==> config.mk <==
export PLATFORM = sky130hd
export DESIGN_NAME = threshold_alarm_qualifier_top_flat
export DESIGN_NICKNAME = d
export VERILOG_FILES = /design/src/rtl/taq_pkg.sv /design/src/rtl/taq_in_if.sv /design/src/rtl/taq_out_if.sv /design/src/rtl/taq_cfg_if.sv /design/src/rtl/taq_cfg.sv /design/src/rtl/taq_eval.sv /design/src/rtl/threshold_alarm_qualifier_top.sv /design/src/flat_wrapper.sv
export SDC_FILE = /design/constraint.sdc
export NUM_CORES = 2
export LEC_CHECK = 0
export BUFFER_PORTS_ARGS = -buffer_cell sky130_fd_sc_hd__buf_2
export CORE_MARGIN = 2
export CORE_UTILIZATION = 63
export DETAILED_ROUTE_END_ITERATION = 8
export GPL_ROUTABILITY_DRIVEN = 0
export PLACE_DENSITY_LB_ADDON = 0.1
export SYNTH_ARGS = -nofsm -noshare
export SYNTH_HDL_FRONTEND = slang
export SYNTH_HIERARCHICAL = 1
export SYNTH_SLANG_ARGS = --single-unit
==> constraint.sdc <==
create_clock -name clk -period 13.1 [get_ports clk]
set_input_delay 0.655 -clock clk [delete_from_list [all_inputs] [get_ports clk]]
set_output_delay 0.655 -clock clk [all_outputs]
set_load 0.05 [all_outputs]
==> src/rtl/taq_pkg.sv <==
// Shared types and constants for the threshold alarm qualifier.
`default_nettype none
package taq_pkg;

  localparam int unsigned LEVEL_W = 24;
  localparam int unsigned TIME_W  = 32;
  localparam int unsigned FRAC_W  = 16;
  localparam int unsigned HOLD_W  = 16;
  localparam int unsigned COUNT_W = 16;
  localparam int unsigned CFG_IDX_W  = 2;
  localparam int unsigned CFG_DATA_W = 24;

  // Register map of the configuration channel
  typedef enum logic [CFG_IDX_W-1:0] {
    CFG_WARN_LEVEL    = 2'd0,
    CFG_CRIT_LEVEL    = 2'd1,
    CFG_HYST_FRACTION = 2'd2,
    CFG_MIN_HOLD_MS   = 2'd3
  } cfg_idx_t;

  localparam logic signed [LEVEL_W-1:0] WARN_LEVEL_RST    = 24'sd512;
  localparam logic signed [LEVEL_W-1:0] CRIT_LEVEL_RST    = 24'sd1024;
  localparam logic [FRAC_W-1:0]         HYST_FRACTION_RST = 16'd6554;
  localparam logic [HOLD_W-1:0]         MIN_HOLD_MS_RST   = 16'd100;

  localparam logic [COUNT_W-1:0] COUNT_MAX = {COUNT_W{1'b1}};

  typedef struct packed {
    logic signed [LEVEL_W-1:0] warn_level;
    logic signed [LEVEL_W-1:0] crit_level;
    logic [FRAC_W-1:0]         hyst_fraction;
    logic [HOLD_W-1:0]         min_hold_ms;
  } taq_cfg_t;

  typedef struct packed {
    logic                active;
    logic                pending;
    logic [TIME_W-1:0]   start_time;
    logic [COUNT_W-1:0]  run_count;
  } taq_state_t;

  typedef struct packed {
    logic                      severity;
    logic signed [LEVEL_W-1:0] event_value;
    logic signed [LEVEL_W-1:0] crossed_level;
    logic [TIME_W-1:0]         held_ms;
    logic [TIME_W-1:0]         event_time;
    logic [COUNT_W-1:0]        event_count;
  } taq_result_t;

endpackage
`default_nettype wire

==> src/rtl/taq_in_if.sv <==
// Sample channel: valid/ready with sample and timestamp payload.
`default_nettype none
interface taq_in_if;
  import taq_pkg::*;
  logic                      valid;
  logic                      ready;
  logic signed [LEVEL_W-1:0] sample;
  logic [TIME_W-1:0]         now_ms;

  modport source (output valid, output sample, output now_ms, input ready);
  modport sink   (input valid, input sample, input now_ms, output ready);
endinterface
`default_nettype wire

==> src/rtl/taq_out_if.sv <==
// Event channel: valid/ready with the alarm event payload.
`default_nettype none
interface taq_out_if;
  import taq_pkg::*;
  logic                      valid;
  logic                      ready;
  logic                      severity;
  logic signed [LEVEL_W-1:0] event_value;
  logic signed [LEVEL_W-1:0] crossed_level;
  logic [TIME_W-1:0]         held_ms;
  logic [TIME_W-1:0]         event_time;
  logic [COUNT_W-1:0]        event_count;

  modport source (output valid, output severity, output event_value, output crossed_level,
                  output held_ms, output event_time, output event_count, input ready);
  modport sink   (input valid, input severity, input event_value, input crossed_level,
                  input held_ms, input event_time, input event_count, output ready);
endinterface
`default_nettype wire

==> src/rtl/taq_cfg_if.sv <==
// Configuration write channel: valid/ready with register index and data.
`default_nettype none
interface taq_cfg_if;
  import taq_pkg::*;
  logic                  valid;
  logic                  ready;
  logic [CFG_IDX_W-1:0]  index;
  logic [CFG_DATA_W-1:0] data;

  modport source (output valid, output index, output data, input ready);
  modport sink   (input valid, input index, input data, output ready);
endinterface
`default_nettype wire

==> src/rtl/taq_cfg.sv <==
// Configuration register file of the threshold alarm qualifier.
`default_nettype none
module taq_cfg (
  input  wire              clk,
  input  wire              rst_n,
  taq_cfg_if.sink          cfg_bus,
  output taq_pkg::taq_cfg_t cfg
);
  import taq_pkg::*;

  taq_cfg_t cfg_r;

  // always able to take a write
  assign cfg_bus.ready = 1'b1;

  always_ff @(posedge clk) begin
    if (!rst_n) begin
      cfg_r.warn_level    <= WARN_LEVEL_RST;
      cfg_r.crit_level    <= CRIT_LEVEL_RST;
      cfg_r.hyst_fraction <= HYST_FRACTION_RST;
      cfg_r.min_hold_ms   <= MIN_HOLD_MS_RST;
    end else if (cfg_bus.valid) begin
      unique case (cfg_idx_t'(cfg_bus.index))
        CFG_WARN_LEVEL:    cfg_r.warn_level    <= $signed(cfg_bus.data[LEVEL_W-1:0]);
        CFG_CRIT_LEVEL:    cfg_r.crit_level    <= $signed(cfg_bus.data[LEVEL_W-1:0]);
        CFG_HYST_FRACTION: cfg_r.hyst_fraction <= cfg_bus.data[FRAC_W-1:0];
        CFG_MIN_HOLD_MS:   cfg_r.min_hold_ms   <= cfg_bus.data[HOLD_W-1:0];
        default: ;
      endcase
    end
  end

  assign cfg = cfg_r;

endmodule
`default_nettype wire

==> src/rtl/taq_eval.sv <==
// Single-pass evaluation of one sample: thresholds, hold timer, next state.
`default_nettype none
module taq_eval (
  input  taq_pkg::taq_cfg_t         cfg,
  input  taq_pkg::taq_state_t       st,
  input  wire signed [23:0]         sample,
  input  wire [31:0]                now_ms,
  output taq_pkg::taq_state_t       st_nxt,
  output logic                      res_valid,
  output taq_pkg::taq_result_t      res
);
  import taq_pkg::*;

  localparam int unsigned PROD_W = LEVEL_W + FRAC_W + 2;

  logic                     crit;
  logic                     warn;
  logic                     below;
  logic [FRAC_W:0]          hyst_comp;
  logic signed [PROD_W-1:0] clr_rhs;
  logic signed [PROD_W-1:0] clr_lhs;
  logic                     clear;
  logic [TIME_W-1:0]        start_eff;
  logic [TIME_W-1:0]        held;
  logic                     qualify;
  logic [COUNT_W-1:0]       count_inc;

  assign crit  = sample >= cfg.crit_level;
  assign warn  = !crit && (sample >= cfg.warn_level);
  assign below = !crit && !warn;

  // clear point: sample * 2^16 < warn * (2^16 - hyst), exact
  assign hyst_comp = {1'b1, {FRAC_W{1'b0}}} - {1'b0, cfg.hyst_fraction};
  assign clr_rhs   = cfg.warn_level * $signed({1'b0, hyst_comp});
  assign clr_lhs   = $signed({{(PROD_W-LEVEL_W-FRAC_W){sample[LEVEL_W-1]}}, sample,
                              {FRAC_W{1'b0}}});
  assign clear     = !st.active || (clr_lhs < clr_rhs);

  // timer starts on first excursion sample after a clear
  assign start_eff = st.pending ? st.start_time : now_ms;
  assign held      = now_ms - start_eff;
  assign qualify   = !below && (held >= {{(TIME_W-HOLD_W){1'b0}}, cfg.min_hold_ms})
                     && !(warn && st.active);
  assign count_inc = (st.run_count != COUNT_MAX) ? st.run_count + 1'b1 : st.run_count;

  always_comb begin
    st_nxt = st;
    if (below) begin
      if (clear) begin
        st_nxt.active    = 1'b0;
        st_nxt.pending   = 1'b0;
        st_nxt.run_count = '0;
      end
    end else begin
      st_nxt.pending    = 1'b1;
      st_nxt.start_time = start_eff;
      if (qualify) begin
        st_nxt.active    = 1'b1;
        st_nxt.run_count = count_inc;
      end
    end
  end

  assign res_valid         = qualify;
  assign res.severity      = crit;
  assign res.event_value   = sample;
  assign res.crossed_level = crit ? cfg.crit_level : cfg.warn_level;
  assign res.held_ms       = held;
  assign res.event_time    = now_ms;
  assign res.event_count   = count_inc;

endmodule
`default_nettype wire

==> src/rtl/threshold_alarm_qualifier_top.sv <==
// Top level of the two-level threshold alarm qualifier with hysteresis.
// Stages: a sample beat is registered in stage 1 and evaluated there; its event
//   beat, if any, is registered in the result stage and offered from it (two register stages).
// Throughput: one sample beat per cycle unless the event receiver stalls an event; each
//   sample is one pass through the evaluation logic (one 24x17 multiply and compares).
// Reset: synchronous, active low; thresholds return to their defaults, alarm state clears.
`default_nettype none
module threshold_alarm_qualifier_top (
  input  wire        clk,
  input  wire        rst_n,
  taq_in_if.sink     in_bus,
  taq_out_if.source  out_bus,
  taq_cfg_if.sink    cfg_bus
);
  import taq_pkg::*;

  // ---------------------------------------------------------------------------
  // Configuration registers
  // ---------------------------------------------------------------------------
  taq_cfg_t cfg;

  taq_cfg u_cfg (
    .clk     (clk),
    .rst_n   (rst_n),
    .cfg_bus (cfg_bus),
    .cfg     (cfg)
  );

  // ---------------------------------------------------------------------------
  // Input stage: holds one sample beat until the evaluation pass can retire it
  // ---------------------------------------------------------------------------
  logic                      s1_valid_r;
  logic                      s1_valid_nxt;
  logic signed [LEVEL_W-1:0] s1_sample_r;
  logic [TIME_W-1:0]         s1_now_r;

  // channel state: alarm flags, timer start and event count
  taq_state_t  st_r;
  taq_state_t  st_nxt;

  // result stage
  logic        out_valid_r;
  logic        out_valid_nxt;
  taq_result_t out_res_r;

  logic        res_valid;
  taq_result_t res;
  logic        in_fire;
  logic        s1_fire;

  // The sample in stage 1 retires when the result slot is free or being
  // drained this cycle; a sample that makes no event retires the same way,
  // so the state update stays in beat order.
  assign s1_fire        = s1_valid_r && (!out_valid_r || out_bus.ready);
  assign in_bus.ready   = !s1_valid_r || s1_fire;
  assign in_fire        = in_bus.valid && in_bus.ready;

  assign s1_valid_nxt   = in_fire ? 1'b1 : (s1_fire ? 1'b0 : s1_valid_r);

  always_ff @(posedge clk) begin
    if (!rst_n) begin
      s1_valid_r <= 1'b0;
    end else begin
      s1_valid_r <= s1_valid_nxt;
    end
  end

  always_ff @(posedge clk) begin
    if (in_fire) begin
      s1_sample_r <= in_bus.sample;
      s1_now_r    <= in_bus.now_ms;
    end
  end

  // ---------------------------------------------------------------------------
  // Evaluation pass
  // ---------------------------------------------------------------------------
  taq_eval u_eval (
    .cfg       (cfg),
    .st        (st_r),
    .sample    (s1_sample_r),
    .now_ms    (s1_now_r),
    .st_nxt    (st_nxt),
    .res_valid (res_valid),
    .res       (res)
  );

  always_ff @(posedge clk) begin
    if (!rst_n) begin
      st_r <= '0;
    end else if (s1_fire) begin
      st_r <= st_nxt;
    end
  end

  // ---------------------------------------------------------------------------
  // Result stage: an event waits here while stage 1 takes the next beat
  // ---------------------------------------------------------------------------
  always_comb begin
    out_valid_nxt = out_valid_r;
    if (s1_fire) begin
      out_valid_nxt = res_valid;
    end else if (out_bus.ready) begin
      out_valid_nxt = 1'b0;
    end
  end

  always_ff @(posedge clk) begin
    if (!rst_n) begin
      out_valid_r <= 1'b0;
    end else begin
      out_valid_r <= out_valid_nxt;
    end
  end

  always_ff @(posedge clk) begin
    if (s1_fire && res_valid) begin
      out_res_r <= res;
    end
  end

  assign out_bus.valid         = out_valid_r;
  assign out_bus.severity      = out_res_r.severity;
  assign out_bus.event_value   = out_res_r.event_value;
  assign out_bus.crossed_level = out_res_r.crossed_level;
  assign out_bus.held_ms       = out_res_r.held_ms;
  assign out_bus.event_time    = out_res_r.event_time;
  assign out_bus.event_count   = out_res_r.event_count;

`ifndef SYNTH
  // an event leaves the channel active
  a_event_sets_active: assert property (@(posedge clk) disable iff (!rst_n)
    (s1_fire && res_valid) |=> st_r.active)
    else $error("channel not active after event");

  // a warning event only fires from an inactive channel
  a_warn_once: assert property (@(posedge clk) disable iff (!rst_n)
    (s1_fire && res_valid && !res.severity) |-> !st_r.active)
    else $error("repeated warning event while active");

  // without a pending excursion there is no alarm and no count
  a_idle_state: assert property (@(posedge clk) disable iff (!rst_n)
    !st_r.pending |-> (!st_r.active && (st_r.run_count == '0)))
    else $error("alarm state without pending excursion");

  // every delivered event carries a nonzero count
  a_count_nonzero: assert property (@(posedge clk) disable iff (!rst_n)
    out_valid_r |-> (out_res_r.event_count != '0))
    else $error("event with zero count");
`endif

endmodule
`default_nettype wire

==> src/flat_wrapper.sv <==
// flat-port wrapper written by rule: the top's interface ports become plain ports
module threshold_alarm_qualifier_top_flat import taq_pkg::*;
  (clk, rst_n, in_bus_valid, in_bus_sample, in_bus_now_ms, in_bus_ready, out_bus_valid, out_bus_severity, out_bus_event_value, out_bus_crossed_level, out_bus_held_ms, out_bus_event_time, out_bus_event_count, out_bus_ready, cfg_bus_valid, cfg_bus_index, cfg_bus_data, cfg_bus_ready);
  taq_in_if in_bus_i ();
  taq_out_if out_bus_i ();
  taq_cfg_if cfg_bus_i ();
  input  wire clk;
  input  wire rst_n;
  input wire logic [$bits(in_bus_i.valid)-1:0] in_bus_valid;
  input wire logic [$bits(in_bus_i.sample)-1:0] in_bus_sample;
  input wire logic [$bits(in_bus_i.now_ms)-1:0] in_bus_now_ms;
  output wire logic [$bits(in_bus_i.ready)-1:0] in_bus_ready;
  output wire logic [$bits(out_bus_i.valid)-1:0] out_bus_valid;
  output wire logic [$bits(out_bus_i.severity)-1:0] out_bus_severity;
  output wire logic [$bits(out_bus_i.event_value)-1:0] out_bus_event_value;
  output wire logic [$bits(out_bus_i.crossed_level)-1:0] out_bus_crossed_level;
  output wire logic [$bits(out_bus_i.held_ms)-1:0] out_bus_held_ms;
  output wire logic [$bits(out_bus_i.event_time)-1:0] out_bus_event_time;
  output wire logic [$bits(out_bus_i.event_count)-1:0] out_bus_event_count;
  input wire logic [$bits(out_bus_i.ready)-1:0] out_bus_ready;
  input wire logic [$bits(cfg_bus_i.valid)-1:0] cfg_bus_valid;
  input wire logic [$bits(cfg_bus_i.index)-1:0] cfg_bus_index;
  input wire logic [$bits(cfg_bus_i.data)-1:0] cfg_bus_data;
  output wire logic [$bits(cfg_bus_i.ready)-1:0] cfg_bus_ready;
  assign in_bus_i.valid = in_bus_valid;
  assign in_bus_i.sample = in_bus_sample;
  assign in_bus_i.now_ms = in_bus_now_ms;
  assign in_bus_ready = in_bus_i.ready;
  assign out_bus_valid = out_bus_i.valid;
  assign out_bus_severity = out_bus_i.severity;
  assign out_bus_event_value = out_bus_i.event_value;
  assign out_bus_crossed_level = out_bus_i.crossed_level;
  assign out_bus_held_ms = out_bus_i.held_ms;
  assign out_bus_event_time = out_bus_i.event_time;
  assign out_bus_event_count = out_bus_i.event_count;
  assign out_bus_i.ready = out_bus_ready;
  assign cfg_bus_i.valid = cfg_bus_valid;
  assign cfg_bus_i.index = cfg_bus_index;
  assign cfg_bus_i.data = cfg_bus_data;
  assign cfg_bus_ready = cfg_bus_i.ready;
  threshold_alarm_qualifier_top u_core (.clk(clk), .rst_n(rst_n), .in_bus(in_bus_i), .out_bus(out_bus_i), .cfg_bus(cfg_bus_i));
endmodule
# Word-level counts from Yosys, hierarchy flattened
# Cells that the tools add are included.
[classes]
n_lt_le_gt_ge = 4
bitwise = 1
multipliers = 1
muxes = 13
n_eq_ne = 5
reduce_logical = 29
n_addsub = 3
[ops]
columns = ["op", "n"]
rows = [
  ["16-bit two-way mux", 4],
  ["24-bit greater-or-equal comparator", 2],
  ["40-bit by 42-bit < comparator with 1-bit output", 1],
  ["24-bit by 18-bit multiplier with 42-bit output", 1],
  ["32-bit by 16-bit greater-or-equal comparator with 1-bit output", 1],
  ["32-bit two-way mux", 1],
  ["32-bit subtractor", 1],
  ["24-bit two-way mux", 1],
  ["17-bit by 16-bit subtractor with 17-bit output (first input constant)", 1],
  ["16-bit by 1-bit adder with 16-bit output (second input constant)", 1],
  ["16-bit inequality test (second input constant)", 1],
  ["2-bit AND reduction", 6],
  ["1-bit logical AND", 8],
  ["1-bit logical NOT", 7],
  ["2-bit nonzero test", 3],
  ["1-bit two-way mux", 5],
  ["2-bit == test (second input constant)", 2],
  ["2-bit two-way mux", 2],
  ["1-bit logical OR", 3],
  ["3-bit AND reduction", 1],
  ["2-bit by 1-bit == test with 1-bit output (second input constant)", 1],
  ["2-bit logical NOT", 1],
  ["2-bit by 1-bit inequality test with 1-bit output (second input constant)", 1],
  ["1-bit inverter", 1],
]
[word_totals]
in_bits = 87
reg_bits = 317
word_cells = 74

# Longest topological paths before layout
[depth]
depth_word = 10
depth_mapped = 48

# Hierarchy
# Netlist, hierarchy kept.
[by_module_without_submodules]
columns = ["mod", "area_each_um2", "cells_per_inst", "instances", "seq_area_each_um2"]
rows = [
  ["taq_eval", 21077.7, 2583, 1, 0.0],
  ["threshold_alarm_qualifier_top", 7698.6, 414, 1, 6596.3],
  ["taq_cfg", 3126.7, 311, 1, 1601.5],
]

# Worst setup path before layout
# Ideal clock, no wire load.
[synth_path]
kind = "reg-to-reg"
start = "register u_core/st_r[48] (netlist name)"
end = "register u_core.out_res_r, in the netlist u_core/out_bus.crossed_level[0], enable pin"
t_arrival_ps = 9769
period_less_slack_ps = 10389
setup_slack_ps = 2711
path_buffers = 4
t_required_ps = 12480
path_stages_with_launch = 22
cell_sequence = "dfxtp_1 clkbuf_1 clkbuf_1 mux2i_1 fa_1 a211oi_2 o21ai_0 a211o_1 a21boi_0 xnor2_1 ha_1 and3_1 nand3_1 a211oi_1 nor4_1 and4b_1 a22o_1 buf_6 inv_1 buf_2 nand2_1 nor2_1"
[synth_rtl]
columns = ["element", "line_no", "text"]
rows = [
  ["start, declared", "threshold_alarm_qualifier_top.sv:38", "taq_state_t st_r;"],
  ["start signal, assigned", "threshold_alarm_qualifier_top.sv:92", "st_r <= st_nxt;"],
  ["end signal, assigned", "threshold_alarm_qualifier_top.sv:118", "out_res_r <= res;"],
  ["end, declared", "threshold_alarm_qualifier_top.sv:44", "taq_result_t out_res_r;"],
]

# Worst setup path after layout
[layout_path]
start = "register u_core.u_cfg.cfg_r, in the netlist u_core/u_cfg/cfg[18]"
end = "register u_core/st_r[11] (netlist name)"
[layout_via]
elab_chain_len = 6
[layout_lines]
columns = ["element", "line_no", "text"]
rows = [
  ["start, declared", "taq_cfg.sv:11", "taq_cfg_t cfg_r;"],
  ["17-bit by 16-bit subtractor with 17-bit output", "taq_eval.sv:33", "assign hyst_comp = {1'b1, {FRAC_W{1'b0}}} - {1'b0, cfg.hyst_fraction};"],
  ["24-bit by 18-bit multiplier with 42-bit output", "taq_eval.sv:34", "assign clr_rhs = cfg.warn_level * $signed({1'b0, hyst_comp});"],
  ["40-bit by 42-bit < comparator with 1-bit output", "taq_eval.sv:37", "assign clear = !st.active || (clr_lhs < clr_rhs);"],
  ["1-bit logical OR", "taq_eval.sv:37", ""],
  ["2-bit by 1-bit inequality test with 1-bit output (no source line)", "n/a", ""],
  ["3-bit AND reduction (no source line)", "n/a", ""],
]
# No other way between the ends.
# A chain may end at the register's enable or synchronous reset.

==> flow_summary.ini <==
[yosys]
synthArstFlopShare = 0
synthCells = 3308
yosys_register_bits = 317
synthSimpleGateAreaFrac = 0.139
synth.mux.area_fraction = 0.0592
ys.flop_type = edfxtp_1
synth-edff-count = 185
synthAdderAreaFrac = 0.340
synth_nets = 4022
synth_xor_area_frac = 0.0233
synth_top_family_by_area = adder cells
syn_area_um2 = 31900
ys_warn_count = 6
synth.avg_cell_area_um2 = 9.64
yosysUniqueCellTypes = 78
synth_compound_area_frac = 0.0711
synth-seq-area-share = 0.257

[route]
route.detailed.wl_per_inst_um = 19.5
via_count = 23300
drt_first_pass_iters = 5
finalWirelength_um = 79700
drc = 0
drt-initial-drc-count = 1774
drtAntennaViolNets = 0
vias_per_cell = 5.70

[clock_network]
cts_root_buffer = clkbuf_16
cts_buffer_depth = 3
insertion_delay_ns = 0.58
cts_buffers = 30
cts_resized = 0
cts_tree = built
htreeDepth = 1
cts.sinks = 317
cts_hold_buffers = 0
clk_pin_slew_worst_paths_ns = 0.07
cts_setup_buffers = 0

[grt]
antenna_found_initial = 9
track_usage = 0.311
first_global_vias = 24700
grt_pass1_wl_um = 129000
grt_max_degree = 139
grt_remaining_overflow = 0

[critical_path]
cp.arrival_ns = 12.18
crit_type = reg -> reg
regToRegStartpoint = u_core/u_cfg/cfg[18]
startpoint_type = register
worst-r2r-setup-slack_ns = 1.33
cp.required_ns = 13.51
end_kind = register
r2r-end = u_core/st_r[11]
cpPeakStageDelay_ns = 0.79
cp_common_cell = fa_1
ff2ff_path_depth = 40
slowest_stage = xor2_1
critPathMaxFanout = 17

[floorplan]
die_h_um = 229
dieArea_um2 = 52500
ioPinCount = 219
fp-row-count = 82
fp.dieW_um = 229
core_area_um2 = 50100
start_util = 0.637

[power]
p_leak_nw = 16.0
peakVddDrop_mv = 0.116
seqPwrFrac = 0.330
netSwitchingPower_w = 0.00136
switching_share = 0.383
power_w = 0.00355
p_clk_frac = 0.251
combinationalPowerShare = 0.419
powerDensity_nw_per_um2 = 104
intPower_w = 0.00219

[timing]
hold_viol_final = 0
rsz0062_at_grt = no
tightest_slew_ns = 1.24
setup_tns_ns = 0
period_needed_ns = 11.77
setup_viol = 0
slew_headroom = 0.173
holdWs_ns = 0.247
drv_slew = 0
fmax_ghz = 0.0849
clock_skew_ns = 0.0244
min_period_over_period = 0.899

[min_path]
holdCritPathClass = in -> reg
worstHoldStart = in_bus_sample[13]
hold_depth = 1
hold_end = u_core/s1_sample_r[13]

[finish]
final_common_cell = inv_1
layout-drive-gt1-share = 0.101
fillerInstances = 4043
instances_no_fill = 4092
layout.nets = 4104
final_cell_mix = inv_1 (614), nand2_1 (510), fa_1 (402)
areaGrowthSynthToFinish_pct = 6.58
final_core_util = 0.679

[job]
max_cap_violations = 0

[placement]
dpl.hpwl_um = 60200
port_buffers = 217
place_inst = 4030

[outcome]
status = completed
-- power by group through the flow --
stage          Clock, W  Combinational, W  Sequential, W
5_1_grt        0.000937           0.00167        0.00118
2_1_floorplan         0           0.00105        0.00126
4_1_cts        0.000905           0.00148        0.00117
3_5_place_dp          0           0.00146        0.00119
3_3_place_gp          0           0.00141        0.00119
6_report       0.000891           0.00149        0.00117
-- metal layers --
metal | GRT usage | up-vias | wire length, µm
met5 | 0 | - | 23
met4 | 0.127 | 4 | 3520
met3 | 0.0524 | 196 | 5390
met2 | 0.515 | 806 | 37800
met1 | 0.409 | 11600 | 33000
li1 | - | 10700 | -
-- area by class of cell --
type | count | area, µm² | share of cell area
Clock inverter | 20 | 213 | 0.00626
Timing Repair Buffer | 255 | 1380 | 0.0405
Sequential cell | 317 | 8200 | 0.241
Clock buffer | 36 | 803 | 0.0236
Inverter | 613 | 2300 | 0.0677
Antenna cell | 6 | 15.0 | 0.000442
Multi-Input combinational cell | 2173 | 20300 | 0.596
Tap cell | 672 | 841 | 0.0247
-- cells by family (layout without fill, tap and decap cells) --
group | count (synthesis) | count (layout)
other | 1 | 7
AND/OR/NAND/NOR | 926 | 926
buffers and inverters | 818 | 924
multiplexers | 188 | 188
XOR/XNOR | 85 | 85
flip-flops | 317 | 317
AO/OA/AOI/OAI | 346 | 346
adder cells (fa/ha/maj) | 627 | 627
-- cell usage after synthesis, types with 17 or more instances --
library cell    n  share of area
dfxtp_1       132          0.083
a211oi_1       17         0.0040
and2_1        175          0.034
a21o_1         46          0.011
buf_4          62          0.015
o211ai_1       23         0.0054
nor2_1         61         0.0072
buf_2          20         0.0031
nor3_1         25         0.0039
inv_1         613          0.072
a21oi_1        94          0.015
fa_1          402           0.25
o21ai_0        65          0.010
xor2_1         40          0.011
xnor2_1        45          0.012
nor2b_1        18         0.0035
nand4_1        34         0.0067
nand3_1        24         0.0038
mux2i_1       182          0.057
nand2_1       510          0.060
ha_1          225          0.088
edfxtp_1      185           0.17
clkbuf_1      108          0.013
-- registers in the layout, indices dropped and copies added, names as in the netlist --
signal and count:
u_core/out_bus.valid 1, u_core/out_bus.severity 1, u_core/out_bus.event_time 32, u_core/u_cfg/cfg 80
u_core/s1_sample_r 24, u_core/out_bus.crossed_level 24, u_core/out_bus.event_value 24, u_core/out_bus.held_ms 32
u_core/out_bus.event_count 16, u_core/s1_now_r 32, u_core/s1_valid_r 1, u_core/st_r 50
-- through the flow --
step           worst slack, ns  cell area, µm²
3_3_place_gp              1.92           33000
4_1_cts                   1.57           34000
3_5_place_dp              1.61           33000
5_1_grt                  0.511           34000
6_report                  1.33           34000
2_1_floorplan             2.71           31900
-- worst max-delay path, delay by kind of cell (launching register included) --
kind	cells	cell delay, ns
compound gates	10	2.35
simple gates	14	3.14
flops	1	0.35
buf+inv	4	0.53
mux	2	0.41
fa+ha+maj	8	3.86
xor+xnor	2	0.94
-- worst max-delay path by stage --
stage | slack (ns) | endpoint | from
floorplan | 2.71 | u_core/out_bus.crossed_level[0] | u_core/st_r[48]
finish | 1.33 | u_core/st_r[11] | u_core/u_cfg/cfg[18]
global route | 0.51 | u_core/st_r[11] | u_core/u_cfg/cfg[18]
global placement | 1.92 | u_core/st_r[11] | u_core/u_cfg/cfg[18]
detailed placement | 1.61 | u_core/st_r[11] | u_core/u_cfg/cfg[18]
CTS | 1.57 | u_core/st_r[11] | u_core/u_cfg/cfg[18]
Note: power is estimated with default switching activity, not from simulation.
